[src/can_frame_tx_rx_queue_top_assert.svh]
// Assertion macros for the CAN frame queue.
`ifndef CAN_FRAME_TX_RX_QUEUE_TOP_ASSERT_SVH
`define CAN_FRAME_TX_RX_QUEUE_TOP_ASSERT_SVH

// Check that the antecedent implies the consequent in the same cycle.
`define CFTQ_ASSERT_SAME(label, ante, cons, msg) \
	label: assert property (@(posedge clk) disable iff (!arst_n) (ante) |-> (cons)) \
		else $error(msg);

// Check that the antecedent implies the consequent in the next cycle.
`define CFTQ_ASSERT_NEXT(label, ante, cons, msg) \
	label: assert property (@(posedge clk) disable iff (!arst_n) (ante) |=> (cons)) \
		else $error(msg);

`endif

[src/cftq_pkg.sv]
// Shared types and constants for the CAN frame queue.
package cftq_pkg;

	localparam int unsigned TX_DEPTH_DEFAULT = 8;
	localparam int unsigned RX_DEPTH_DEFAULT = 8;

	typedef enum logic [1:0] {
		FN_SEND    = 2'd0,
		FN_TX_DONE = 2'd1,
		FN_RX      = 2'd2,
		FN_POP     = 2'd3
	} func_t;

	typedef enum logic [1:0] {
		ST_IDLE,
		ST_EXEC,
		ST_READ,
		ST_LOAD
	} state_t;

	typedef struct packed {
		logic [31:0] id;
		logic [3:0]  len;
		logic [63:0] data;
	} frame_t;

	typedef struct packed {
		logic push;
		logic pop;
		logic rd;
	} ring_cmd_t;

	typedef struct packed {
		logic empty;
		logic full;
	} ring_stat_t;

endpackage

[src/cftq_req_if.sv]
// Request channel: one event word per handshake.
interface cftq_req_if;
	logic        valid;
	logic        ready;
	logic [1:0]  func;
	logic [31:0] frame_id;
	logic [3:0]  frame_len;
	logic [63:0] frame_data;

	modport source (output valid, func, frame_id, frame_len, frame_data, input ready);
	modport sink (input valid, func, frame_id, frame_len, frame_data, output ready);
endinterface

[src/cftq_rsp_if.sv]
// Response channel: one result word per handshake.
interface cftq_rsp_if;
	logic        valid;
	logic        ready;
	logic        accepted;
	logic        tx_start;
	logic [31:0] tx_id;
	logic [3:0]  tx_len;
	logic [63:0] tx_data;
	logic        rx_dropped;
	logic        rx_available;
	logic [31:0] head_id;
	logic [3:0]  head_len;
	logic [63:0] head_data;

	modport source (output valid, accepted, tx_start, tx_id, tx_len, tx_data, rx_dropped,
		rx_available, head_id, head_len, head_data, input ready);
	modport sink (input valid, accepted, tx_start, tx_id, tx_len, tx_data, rx_dropped,
		rx_available, head_id, head_len, head_data, output ready);
endinterface

[src/cftq_ring.sv]
// Frame ring: synchronous memory with free-running write and read pointers.
module cftq_ring import cftq_pkg::*; #(
	parameter int unsigned DEPTH = TX_DEPTH_DEFAULT
) (
	input  logic       clk,
	input  logic       arst_n,
	input  ring_cmd_t  cmd,
	input  frame_t     wdata,
	output frame_t     rdata,
	output ring_stat_t stat
);

	localparam int unsigned PW = $clog2(2 * DEPTH);
	localparam int unsigned AW = (DEPTH > 1) ? $clog2(DEPTH) : 1;
	localparam logic [PW-1:0] PtrDepth = PW'(DEPTH);
	localparam logic [PW-1:0] PtrLast  = PW'(2 * DEPTH - 1);

	logic [PW-1:0] wr_ptr_q;
	logic [PW-1:0] rd_ptr_q;
	logic [AW-1:0] wr_slot;
	logic [AW-1:0] rd_slot;
	frame_t        mem_q [DEPTH];
	frame_t        rdata_q;

	function automatic logic [AW-1:0] ptr_slot(input logic [PW-1:0] p);
		logic [PW-1:0] s;
		s = (p >= PtrDepth) ? (p - PtrDepth) : p;
		return s[AW-1:0];
	endfunction

	function automatic logic [PW-1:0] ptr_next(input logic [PW-1:0] p);
		return (p == PtrLast) ? '0 : (p + PW'(1));
	endfunction

	assign wr_slot    = ptr_slot(wr_ptr_q);
	assign rd_slot    = ptr_slot(rd_ptr_q);
	assign stat.empty = (wr_ptr_q == rd_ptr_q);
	assign stat.full  = (wr_slot == rd_slot) && (wr_ptr_q != rd_ptr_q);
	assign rdata      = rdata_q;

	// Advance pointers on push and pop
	always_ff @(posedge clk or negedge arst_n) begin
		if (!arst_n) begin
			wr_ptr_q <= '0;
			rd_ptr_q <= '0;
		end else begin
			if (cmd.push) begin
				wr_ptr_q <= ptr_next(wr_ptr_q);
			end
			if (cmd.pop) begin
				rd_ptr_q <= ptr_next(rd_ptr_q);
			end
		end
	end

	// Write the tail entry
	always_ff @(posedge clk) begin
		if (cmd.push) begin
			mem_q[wr_slot] <= wdata;
		end
	end

	// Read the head entry, registered
	always_ff @(posedge clk) begin
		if (cmd.rd) begin
			rdata_q <= mem_q[rd_slot];
		end
	end

endmodule

[src/can_frame_tx_rx_queue_top.sv]
// CAN frame queue: event sequencer, transmit busy flag and result register.
// Each event passes through accept, ring update with transmit head read, receive
// head read and result load in turn; result load waits while the previous result
// is still held unread. The result is registered at result load; the next event is
// taken while that result waits in the output register.
// Reset clears the pointers, busy flag, sequencer and result valid; the ring
// memories are not cleared and need no clearing pass.
module can_frame_tx_rx_queue_top import cftq_pkg::*; #(
	parameter int unsigned TX_DEPTH = TX_DEPTH_DEFAULT,
	parameter int unsigned RX_DEPTH = RX_DEPTH_DEFAULT
) (
	input logic         clk,
	input logic         arst_n,
	cftq_req_if.sink    req,
	cftq_rsp_if.source  rsp
);

`include "can_frame_tx_rx_queue_top_assert.svh"

	state_t     state_q;
	state_t     state_next;
	func_t      func_q;
	frame_t     frame_q;
	logic       busy_q;
	logic       acc_q;
	logic       start_q;
	logic       direct_q;
	logic       drop_q;
	logic       out_valid_q;
	logic       out_free;
	logic       load_out;
	logic       exec;
	ring_cmd_t  tx_cmd;
	ring_cmd_t  rx_cmd;
	ring_stat_t tx_stat;
	ring_stat_t rx_stat;
	frame_t     tx_head;
	frame_t     rx_head;
	frame_t     tx_frame;
	logic       acc_d;
	logic       start_d;
	logic       direct_d;
	logic       drop_d;
	logic       busy_set;
	logic       busy_clr;

	logic        out_acc_q;
	logic        out_start_q;
	frame_t      out_tx_q;
	logic        out_drop_q;
	logic        out_avail_q;
	frame_t      out_head_q;

	cftq_ring #(.DEPTH(TX_DEPTH)) u_tx_ring (
		.clk    (clk),
		.arst_n (arst_n),
		.cmd    (tx_cmd),
		.wdata  (frame_q),
		.rdata  (tx_head),
		.stat   (tx_stat)
	);

	cftq_ring #(.DEPTH(RX_DEPTH)) u_rx_ring (
		.clk    (clk),
		.arst_n (arst_n),
		.cmd    (rx_cmd),
		.wdata  (frame_q),
		.rdata  (rx_head),
		.stat   (rx_stat)
	);

	assign out_free = !out_valid_q || rsp.ready;
	assign exec     = (state_q == ST_EXEC);

	// Next state
	always_comb begin
		state_next = state_q;
		case (state_q)
			ST_IDLE: begin
				if (req.valid) begin
					state_next = ST_EXEC;
				end
			end
			ST_EXEC: state_next = ST_READ;
			ST_READ: state_next = ST_LOAD;
			ST_LOAD: begin
				if (out_free) begin
					state_next = ST_IDLE;
				end
			end
			default: state_next = ST_IDLE;
		endcase
	end

	// Event decisions and ring commands
	always_comb begin
		req.ready = (state_q == ST_IDLE);
		tx_cmd    = '0;
		rx_cmd    = '0;
		acc_d     = 1'b0;
		start_d   = 1'b0;
		direct_d  = 1'b0;
		drop_d    = 1'b0;
		busy_set  = 1'b0;
		busy_clr  = 1'b0;
		load_out  = (state_q == ST_LOAD) && out_free;
		if (state_q == ST_READ) begin
			rx_cmd.rd = 1'b1;
		end
		if (exec) begin
			case (func_q)
				FN_SEND: begin
					if (!busy_q) begin
						start_d  = 1'b1;
						direct_d = 1'b1;
						busy_set = 1'b1;
						acc_d    = 1'b1;
					end else if (!tx_stat.full) begin
						tx_cmd.push = 1'b1;
						acc_d       = 1'b1;
					end
				end
				FN_TX_DONE: begin
					if (!tx_stat.empty) begin
						tx_cmd.rd  = 1'b1;
						tx_cmd.pop = 1'b1;
						start_d    = 1'b1;
						busy_set   = 1'b1;
					end else begin
						busy_clr = 1'b1;
					end
				end
				FN_RX: begin
					if (!rx_stat.full) begin
						rx_cmd.push = 1'b1;
					end else begin
						drop_d = 1'b1;
					end
				end
				FN_POP: begin
					if (!rx_stat.empty) begin
						rx_cmd.pop = 1'b1;
					end
				end
				default: ;
			endcase
		end
	end

	// Sequencer, busy flag and result valid
	always_ff @(posedge clk or negedge arst_n) begin
		if (!arst_n) begin
			state_q     <= ST_IDLE;
			busy_q      <= 1'b0;
			out_valid_q <= 1'b0;
		end else begin
			state_q <= state_next;
			if (busy_set) begin
				busy_q <= 1'b1;
			end else if (busy_clr) begin
				busy_q <= 1'b0;
			end
			if (load_out) begin
				out_valid_q <= 1'b1;
			end else if (rsp.ready) begin
				out_valid_q <= 1'b0;
			end
		end
	end

	// Capture the event word
	always_ff @(posedge clk) begin
		if (req.valid && req.ready) begin
			func_q       <= func_t'(req.func);
			frame_q.id   <= req.frame_id;
			frame_q.len  <= req.frame_len;
			frame_q.data <= req.frame_data;
		end
	end

	// Hold the event decisions until load
	always_ff @(posedge clk) begin
		if (exec) begin
			acc_q    <= acc_d;
			start_q  <= start_d;
			direct_q <= direct_d;
			drop_q   <= drop_d;
		end
	end

	assign tx_frame = direct_q ? frame_q : tx_head;

	// Load the result register, zeroing fields that carry no frame
	always_ff @(posedge clk) begin
		if (load_out) begin
			out_acc_q   <= acc_q;
			out_start_q <= start_q;
			out_tx_q    <= start_q ? tx_frame : '0;
			out_drop_q  <= drop_q;
			out_avail_q <= !rx_stat.empty;
			out_head_q  <= rx_stat.empty ? '0 : rx_head;
		end
	end

	assign rsp.valid        = out_valid_q;
	assign rsp.accepted     = out_acc_q;
	assign rsp.tx_start     = out_start_q;
	assign rsp.tx_id        = out_tx_q.id;
	assign rsp.tx_len       = out_tx_q.len;
	assign rsp.tx_data      = out_tx_q.data;
	assign rsp.rx_dropped   = out_drop_q;
	assign rsp.rx_available = out_avail_q;
	assign rsp.head_id      = out_head_q.id;
	assign rsp.head_len     = out_head_q.len;
	assign rsp.head_data    = out_head_q.data;

	`CFTQ_ASSERT_NEXT(a_accept_to_exec, req.valid && req.ready, state_q == ST_EXEC, "accepted event did not enter update")
	`CFTQ_ASSERT_SAME(a_drop_means_avail, rsp.valid && rsp.rx_dropped, rsp.rx_available, "drop reported with empty receive ring")
	`CFTQ_ASSERT_SAME(a_ring_status, 1'b1, !(tx_stat.empty && tx_stat.full) && !(rx_stat.empty && rx_stat.full), "ring both empty and full")
	`CFTQ_ASSERT_NEXT(a_start_sets_busy, exec && start_d, busy_q, "transmit start left busy clear")

endmodule
[src/flat_wrapper.sv]
// flat-port wrapper written by rule: the top's interface ports become plain ports
module can_frame_tx_rx_queue_top_flat import cftq_pkg::*;
#(
	parameter int unsigned TX_DEPTH = TX_DEPTH_DEFAULT,
	parameter int unsigned RX_DEPTH = RX_DEPTH_DEFAULT
)
  (clk, arst_n, req_valid, req_func, req_frame_id, req_frame_len, req_frame_data, req_ready, rsp_valid, rsp_accepted, rsp_tx_start, rsp_tx_id, rsp_tx_len, rsp_tx_data, rsp_rx_dropped, rsp_rx_available, rsp_head_id, rsp_head_len, rsp_head_data, rsp_ready);
  cftq_req_if req_i ();
  cftq_rsp_if rsp_i ();
  input logic clk;
  input logic arst_n;
  input wire logic [$bits(req_i.valid)-1:0] req_valid;
  input wire logic [$bits(req_i.func)-1:0] req_func;
  input wire logic [$bits(req_i.frame_id)-1:0] req_frame_id;
  input wire logic [$bits(req_i.frame_len)-1:0] req_frame_len;
  input wire logic [$bits(req_i.frame_data)-1:0] req_frame_data;
  output wire logic [$bits(req_i.ready)-1:0] req_ready;
  output wire logic [$bits(rsp_i.valid)-1:0] rsp_valid;
  output wire logic [$bits(rsp_i.accepted)-1:0] rsp_accepted;
  output wire logic [$bits(rsp_i.tx_start)-1:0] rsp_tx_start;
  output wire logic [$bits(rsp_i.tx_id)-1:0] rsp_tx_id;
  output wire logic [$bits(rsp_i.tx_len)-1:0] rsp_tx_len;
  output wire logic [$bits(rsp_i.tx_data)-1:0] rsp_tx_data;
  output wire logic [$bits(rsp_i.rx_dropped)-1:0] rsp_rx_dropped;
  output wire logic [$bits(rsp_i.rx_available)-1:0] rsp_rx_available;
  output wire logic [$bits(rsp_i.head_id)-1:0] rsp_head_id;
  output wire logic [$bits(rsp_i.head_len)-1:0] rsp_head_len;
  output wire logic [$bits(rsp_i.head_data)-1:0] rsp_head_data;
  input wire logic [$bits(rsp_i.ready)-1:0] rsp_ready;
  assign req_i.valid = req_valid;
  assign req_i.func = req_func;
  assign req_i.frame_id = req_frame_id;
  assign req_i.frame_len = req_frame_len;
  assign req_i.frame_data = req_frame_data;
  assign req_ready = req_i.ready;
  assign rsp_valid = rsp_i.valid;
  assign rsp_accepted = rsp_i.accepted;
  assign rsp_tx_start = rsp_i.tx_start;
  assign rsp_tx_id = rsp_i.tx_id;
  assign rsp_tx_len = rsp_i.tx_len;
  assign rsp_tx_data = rsp_i.tx_data;
  assign rsp_rx_dropped = rsp_i.rx_dropped;
  assign rsp_rx_available = rsp_i.rx_available;
  assign rsp_head_id = rsp_i.head_id;
  assign rsp_head_len = rsp_i.head_len;
  assign rsp_head_data = rsp_i.head_data;
  assign rsp_i.ready = rsp_ready;
  can_frame_tx_rx_queue_top #(.TX_DEPTH(TX_DEPTH), .RX_DEPTH(RX_DEPTH)) u_core (.clk(clk), .arst_n(arst_n), .req(req_i), .rsp(rsp_i));
endmodule
[config.mk]
export PLATFORM = sky130hd
export DESIGN_NAME = can_frame_tx_rx_queue_top_flat
export DESIGN_NICKNAME = d
export VERILOG_FILES = /design/src/cftq_pkg.sv /design/src/cftq_req_if.sv /design/src/cftq_rsp_if.sv /design/src/cftq_ring.sv /design/src/can_frame_tx_rx_queue_top.sv /design/src/flat_wrapper.sv
export VERILOG_INCLUDE_DIRS = /design/src /design/src/src
export SDC_FILE = /design/constraint.sdc
export NUM_CORES = 2
export LEC_CHECK = 0
export CAP_MARGIN = 20
export CORE_MARGIN = 2
export CORE_UTILIZATION = 42
export CTS_CLUSTER_DIAMETER = 200
export DETAILED_ROUTE_END_ITERATION = 10
export DONT_BUFFER_PORTS = 1
export GPL_ROUTABILITY_DRIVEN = 0
export PLACE_DENSITY = 0.57
export SKIP_LAST_GASP = 1
export SLEW_MARGIN = 10
export SYNTH_ARGS = -nofsm -noshare
export SYNTH_HDL_FRONTEND = slang
export SYNTH_HIERARCHICAL = 1
export SYNTH_SLANG_ARGS = --single-unit
[constraint.sdc]
create_clock -name clk -period 13.9 [get_ports clk]
set_input_delay 0.695 -clock clk [delete_from_list [all_inputs] [get_ports clk]]
set_output_delay 0.695 -clock clk [all_outputs]
set_load 0.01 [all_outputs]
* Yosys cells after proc, flatten, opt, wreduce, memory -nomap -nowiden
Memory sizes are Yosys's and may differ from the RTL's. A register that Yosys moved wholly into a read port is not among the register bits.
Index checks and enable logic that the tools add are counted.
** Operators by class
- $add $sub $neg :: 8
- Order comparisons :: 4
- Equality and inequality tests :: 18
- Multiplexer cells :: 41
- Reduce and logical (&&, ||, !) cells :: 12
** Operators with widths (count)
- $mux W100 :: 1
- $mux W1 :: 24
- $add A4 B1 Y4 const B :: 4
- $eq A4 B4 Y1 const B :: 4
- $ge A4 B4 Y1 const B :: 4
- $mux W4 :: 4
- $mux W3 :: 5
- $sub A3 B1 Y3 const B :: 4
- $mux W2 :: 5
- $eq A2 B2 Y1 const B :: 4
- $eq A4 B4 Y1 :: 2
- $ne A4 B4 Y1 :: 2
- $pmux W2 S4 :: 1
- $eq A3 B3 Y1 :: 2
- $eq A2 B1 Y1 const B :: 2
- $logic_and A1 B1 Y1 :: 4
- $logic_not A2 Y1 :: 2
- $reduce_bool A2 Y1 :: 2
- $logic_not A1 Y1 :: 2
- $ne A2 B1 Y1 const B :: 1
- $ne A2 B2 Y1 const B :: 1
- $pmux W1 S2 :: 1
- $reduce_and A2 Y1 :: 1
- $logic_or A1 B1 Y1 :: 1
** Storage, ports and cells
- Bits in registers :: 330
- Bits in writable memories :: 1600
- Input port bits :: 106
- Output and inout port bits :: 206
- Word-level logic and storage cells :: 110
- Memories :: 2
** Memories
- u_core.u_rx_ring.mem_q :: words 8, bits a word 100, rd ports 1, clocked after memory_dff 1, wr ports 1, RTL line cftq_ring.sv:22 : frame_t mem_q [DEPTH];
- u_core.u_tx_ring.mem_q :: words 8, bits a word 100, rd ports 1, clocked after memory_dff 1, wr ports 1, RTL line cftq_ring.sv:22

* Longest topological paths before layout
- Word-level depth :: 10
- Gate-level depth with buffers :: 11
- Gate-level depth less buffers :: 7

* Cells and area by module
The synthesis kept the hierarchy.
** By module, submodules not included
- cftq_ring (u_core.u_rx_ring) :: instances 1, cells an instance 1310, area an instance 33517.1 um2, sequential area each 27226.1 um2
- cftq_ring (u_core.u_tx_ring) :: instances 1, cells an instance 1311, area an instance 33514.6 um2, sequential area each 27226.1 um2
- can_frame_tx_rx_queue_top :: instances 1, cells an instance 679, area an instance 12206.7 um2, sequential area each 9409.0 um2

* Worst setup path before layout
Ideal clock, no wire load.
- Path kind :: reg2reg
- From :: register u_core.u_rx_ring.rd_ptr_q[0]
- To :: memory u_core/u_rx_ring/mem_q[2][0] (netlist name), enable pin
- Library setup time :: 0.681 ns
- Data arrival time :: 8.475 ns
- Required time :: 13.219 ns
- Slack :: 4.744 ns
- Cell stages (with the launch flop) :: 10
- Path buffers :: 3
- Clock period less this slack :: 9.156 ns
- Cells stage by stage :: dfrtp_1 buf_6 buf_6 buf_6 xnor2_1 nand3_1 nor2b_1 nor3_1 nand2_1 nor3_1
** RTL lines
- start, declared :: RTL line cftq_ring.sv:19 : logic [PW-1:0] rd_ptr_q;
- start signal, assigned :: RTL line cftq_ring.sv:51 : rd_ptr_q <= ptr_next(rd_ptr_q);
- end, declared :: RTL line cftq_ring.sv:22

==> flow_metrics.env <==
export IMPL_p_int_mw=12.9
export IMPL_synth_seq_cells=2130
export IMPL_crit_arrival_ns=5.34
export IMPL_htreeDepth=4
export IMPL_min_delay_start="req_valid"
export IMPL_critPathKind="register to register"
export IMPL_final_common_cell="edfxtp_1"
export IMPL_slew_viol_final=0
export IMPL_ys_types=33
export IMPL_antenna_found_initial=21
export IMPL_stdcell_area_um2=89700
export IMPL_io_buffers=0
export IMPL_r2r_end="u_core/u_rx_ring/mem_q[3][26]"
export IMPL_netSwitchingFraction=0.282
export IMPL_final_util=0.478
export IMPL_drt_iter0_drc=3369
export IMPL_drt_pass1_iterations=5
export IMPL_clockRootBuffer="clkbuf_16"
export IMPL_cts_buffers=215
export IMPL_clkPwrFrac=0.306
export IMPL_post_cts_buffers=0
export IMPL_ir_drop_uv=184
export IMPL_start_kind="register"
export IMPL_dieArea_um2=192000
export IMPL_tns_ns=0
export IMPL_rsz0062_at_grt="no"
export IMPL_cts_num_sinks=2130
export IMPL_nets=3654
export IMPL_ctsResizeCount=0
export IMPL_cts_tree="done"
export IMPL_power_density_nw_per_um2=201
export IMPL_hold_viol=0
export IMPL_die_y_um=438
export IMPL_ios=312
export IMPL_wl_per_cell_um=29.4
export IMPL_grt_max_degree=132
export IMPL_insertion_delay_ns=0.84
export IMPL_drc=0
export IMPL_timing_final_crit_period_ns=4.90
export IMPL_viasPerCell=5.47
export IMPL_p_sw_mw=5.08
export IMPL_required_ns=14.35
export IMPL_start_util=0.422
export IMPL_areaGrowthSynthToFinish_pct=13.2
export IMPL_p_leak_nw=27.8
export IMPL_grt_pass1_wl_um=262000
export IMPL_syn_area_um2=79200
export IMPL_syn_num_nets=3415
export IMPL_die_w_um=438
export IMPL_cts_max_path_buffers=3
export IMPL_hold_depth=2
export IMPL_status="complete, no violations"
export IMPL_syn_inst=3300
export IMPL_dp_hpwl_um=104000
export IMPL_num_vias=34000
export IMPL_hold_class="primary input to register"
export IMPL_crit_fanout=46
export IMPL_combPwrFrac=0.192
export IMPL_avgSynthCellArea_um2=24.0
export IMPL_core_um2=188000
export IMPL_wl_um=183000
export IMPL_max_freq_mhz=204
export IMPL_r2r_cells=8
export IMPL_rows=159
export IMPL_placedInstanceArea_um2=82000
export IMPL_holdPathEnd="u_core/state_q[0]"
export IMPL_route_antenna_remaining_nets=0
export IMPL_tightest_slew_ns=1.12
export IMPL_clk_pin_slew_ns=0.06
export IMPL_r2r_start="u_core/u_rx_ring/rd_ptr_q[0]"
export IMPL_nFillCells=15100
export IMPL_max_slew_margin=0.255
export IMPL_ys_seq_area_frac=0.806
export IMPL_grtUsageTotal=0.190
export IMPL_grt_pass1_vias=35400
export IMPL_period_share=0.352
export IMPL_r2r_slack_ns=9.00
export IMPL_cap_viol_max_count=0
export IMPL_setup_violations_final=0
export IMPL_ctsHoldBuffers=105
export IMPL_final_cell_mix="2110 x edfxtp_1, 400 x mux4_2, 217 x clkbuf_16"
export IMPL_fin_skew_ns=0.0265
export IMPL_seq_power_share=0.502
export IMPL_layout_drive_gt1_share=0.268
export IMPL_ys_warn_count=6
export IMPL_grt_overflow_total=0
export IMPL_endpoint_kind="register"
## worst max path at each step
stage,start,cells past startpoint,to
after global placement,u_core/u_tx_ring/rd_ptr_q[0],5,u_core/u_tx_ring/rdata[91]
after CTS,u_core/u_rx_ring/rd_ptr_q[0],8,u_core/u_rx_ring/mem_q[3][26]
after global routing,u_core/u_rx_ring/rd_ptr_q[0],8,u_core/u_rx_ring/mem_q[3][21]
after floorplan,u_core/u_rx_ring/rd_ptr_q[0],9,u_core/u_rx_ring/mem_q[2][0]
final,u_core/u_rx_ring/rd_ptr_q[0],8,u_core/u_rx_ring/mem_q[3][26]
after detailed placement,u_core/u_rx_ring/rd_ptr_q[0],8,u_core/u_rx_ring/mem_q[3][15]
## kinds of logic after synthesis
family / Yosys count / synth area share
xor+xnor: 12 / 0.00133
simple gates: 265 / 0.0199
compound gates: 17 / 0.00126
mux: 707 / 0.156
fa+ha+maj: 9 / 0.00142
buf+inv: 160 / 0.0145
flops: 2130 / 0.806
## stage by stage
step / power [mW] / worst slack [ns] / hold slack (ns) / cells
after floorplan: 11.5 / 4.74 / 0.399 / 3300
after global routing: 18.7 / 8.58 / 0.157 / 6214
after CTS: 18.3 / 8.86 / 0.101 / 6212
final: 18.0 / 9.00 / 0.187 / 6220
after global placement: 12.7 / 8.91 / 0.401 / 5712
after detailed placement: 12.7 / 8.90 / 0.401 / 5712
## power groups by stage
stage / registers, mW / logic, mW / clock network [mW]
6_report: 9.03 / 3.45 / 5.51
3_5_place_dp: 9.19 / 3.50 / 0
2_1_floorplan: 8.76 / 2.73 / 0
4_1_cts: 9.07 / 3.55 / 5.64
3_3_place_gp: 9.18 / 3.49 / 0
5_1_grt: 9.12 / 3.72 / 5.90
## routing by layer
| layer | track usage | up-vias | routed length (um) |
|---|---|---|---|
| met3 | 0.0325 | 214 | 9770 |
| met2 | 0.309 | 922 | 90000 |
| li1 | - | 14200 | - |
| met5 | 0 | - | 27 |
| met1 | 0.271 | 18700 | 80100 |
| met4 | 0.0416 | 4 | 2840 |
## cell usage after synthesis
library cell / count / share of area
o22a_1: 2 / 0.00022
xor2_1: 2 / 0.00022
buf_6: 36 / 0.0051
clkbuf_2: 2 / 0.00013
edfxtp_1: 2110 / 0.80
mux4_2: 400 / 0.11
a21oi_1: 4 / 0.00025
a31oi_1: 1 / 0.000079
dfrtp_1: 20 / 0.0063
nor2b_1: 204 / 0.016
nor2_1: 16 / 0.00076
nand2_1: 15 / 0.00071
buf_8: 2 / 0.00038
buf_2: 57 / 0.0036
and2_1: 2 / 0.00016
o22ai_1: 1 / 0.000079
nand2b_1: 4 / 0.00032
ha_1: 9 / 0.0014
nor3_1: 6 / 0.00038
o21ai_0: 7 / 0.00044
nand4_1: 2 / 0.00016
buf_1: 9 / 0.00043
nand2b_4: 1 / 0.00017
mux2_2: 205 / 0.029
xnor2_1: 10 / 0.0011
mux2i_1: 102 / 0.013
inv_1: 8 / 0.00038
and3b_1: 3 / 0.00033
buf_12: 11 / 0.0028
a211oi_1: 2 / 0.00019
clkbuf_1: 35 / 0.0017
nor3b_1: 1 / 0.000095
nand3_1: 11 / 0.00069
## flip-flops by register name, indices dropped and copies added, names as in the netlist, 2 cells and up
register,cells
u_core/rsp.head_data,64
u_core/u_tx_ring/wr_ptr_q,4
u_core/u_rx_ring/rdata,100
u_core/rsp.tx_data,64
u_core/u_rx_ring/wr_ptr_q,4
u_core/rsp.tx_len,4
u_core/state_q,2
u_core/rsp.head_len,4
u_core/func_q,2
u_core/u_tx_ring/mem_q,800
u_core/rsp.tx_id,32
u_core/rsp.head_id,32
u_core/frame_q,100
u_core/u_tx_ring/rdata,100
u_core/u_rx_ring/rd_ptr_q,4
u_core/u_rx_ring/mem_q,800
u_core/u_tx_ring/rd_ptr_q,4
## worst max-delay path, cell delays in order, from the launching register on
cell and delay (ns):
dfrtp_4 0.84, xnor2_1 0.15, nand3_1 0.15, nor2b_1 0.09, nor3_1 0.62, nand2_1 0.40, nor2_4 0.79, buf_4 0.59
buf_4 0.78
## cell type report
| class | count | area (um2) | share of cell area |
|---|---|---|---|
| antenna | 8 | 20.0 | 0.000223 |
| clock inverter | 122 | 1000 | 0.0112 |
| multi-input combinational | 1010 | 14400 | 0.160 |
| clock buffer | 273 | 5670 | 0.0632 |
| timing repair buffer | 174 | 1620 | 0.0180 |
| tap | 2495 | 3120 | 0.0348 |
| sequential | 2130 | 63900 | 0.712 |
| inverter | 8 | 30.0 | 0.000335 |
Note: power is estimated with default switching activity, not from simulation.
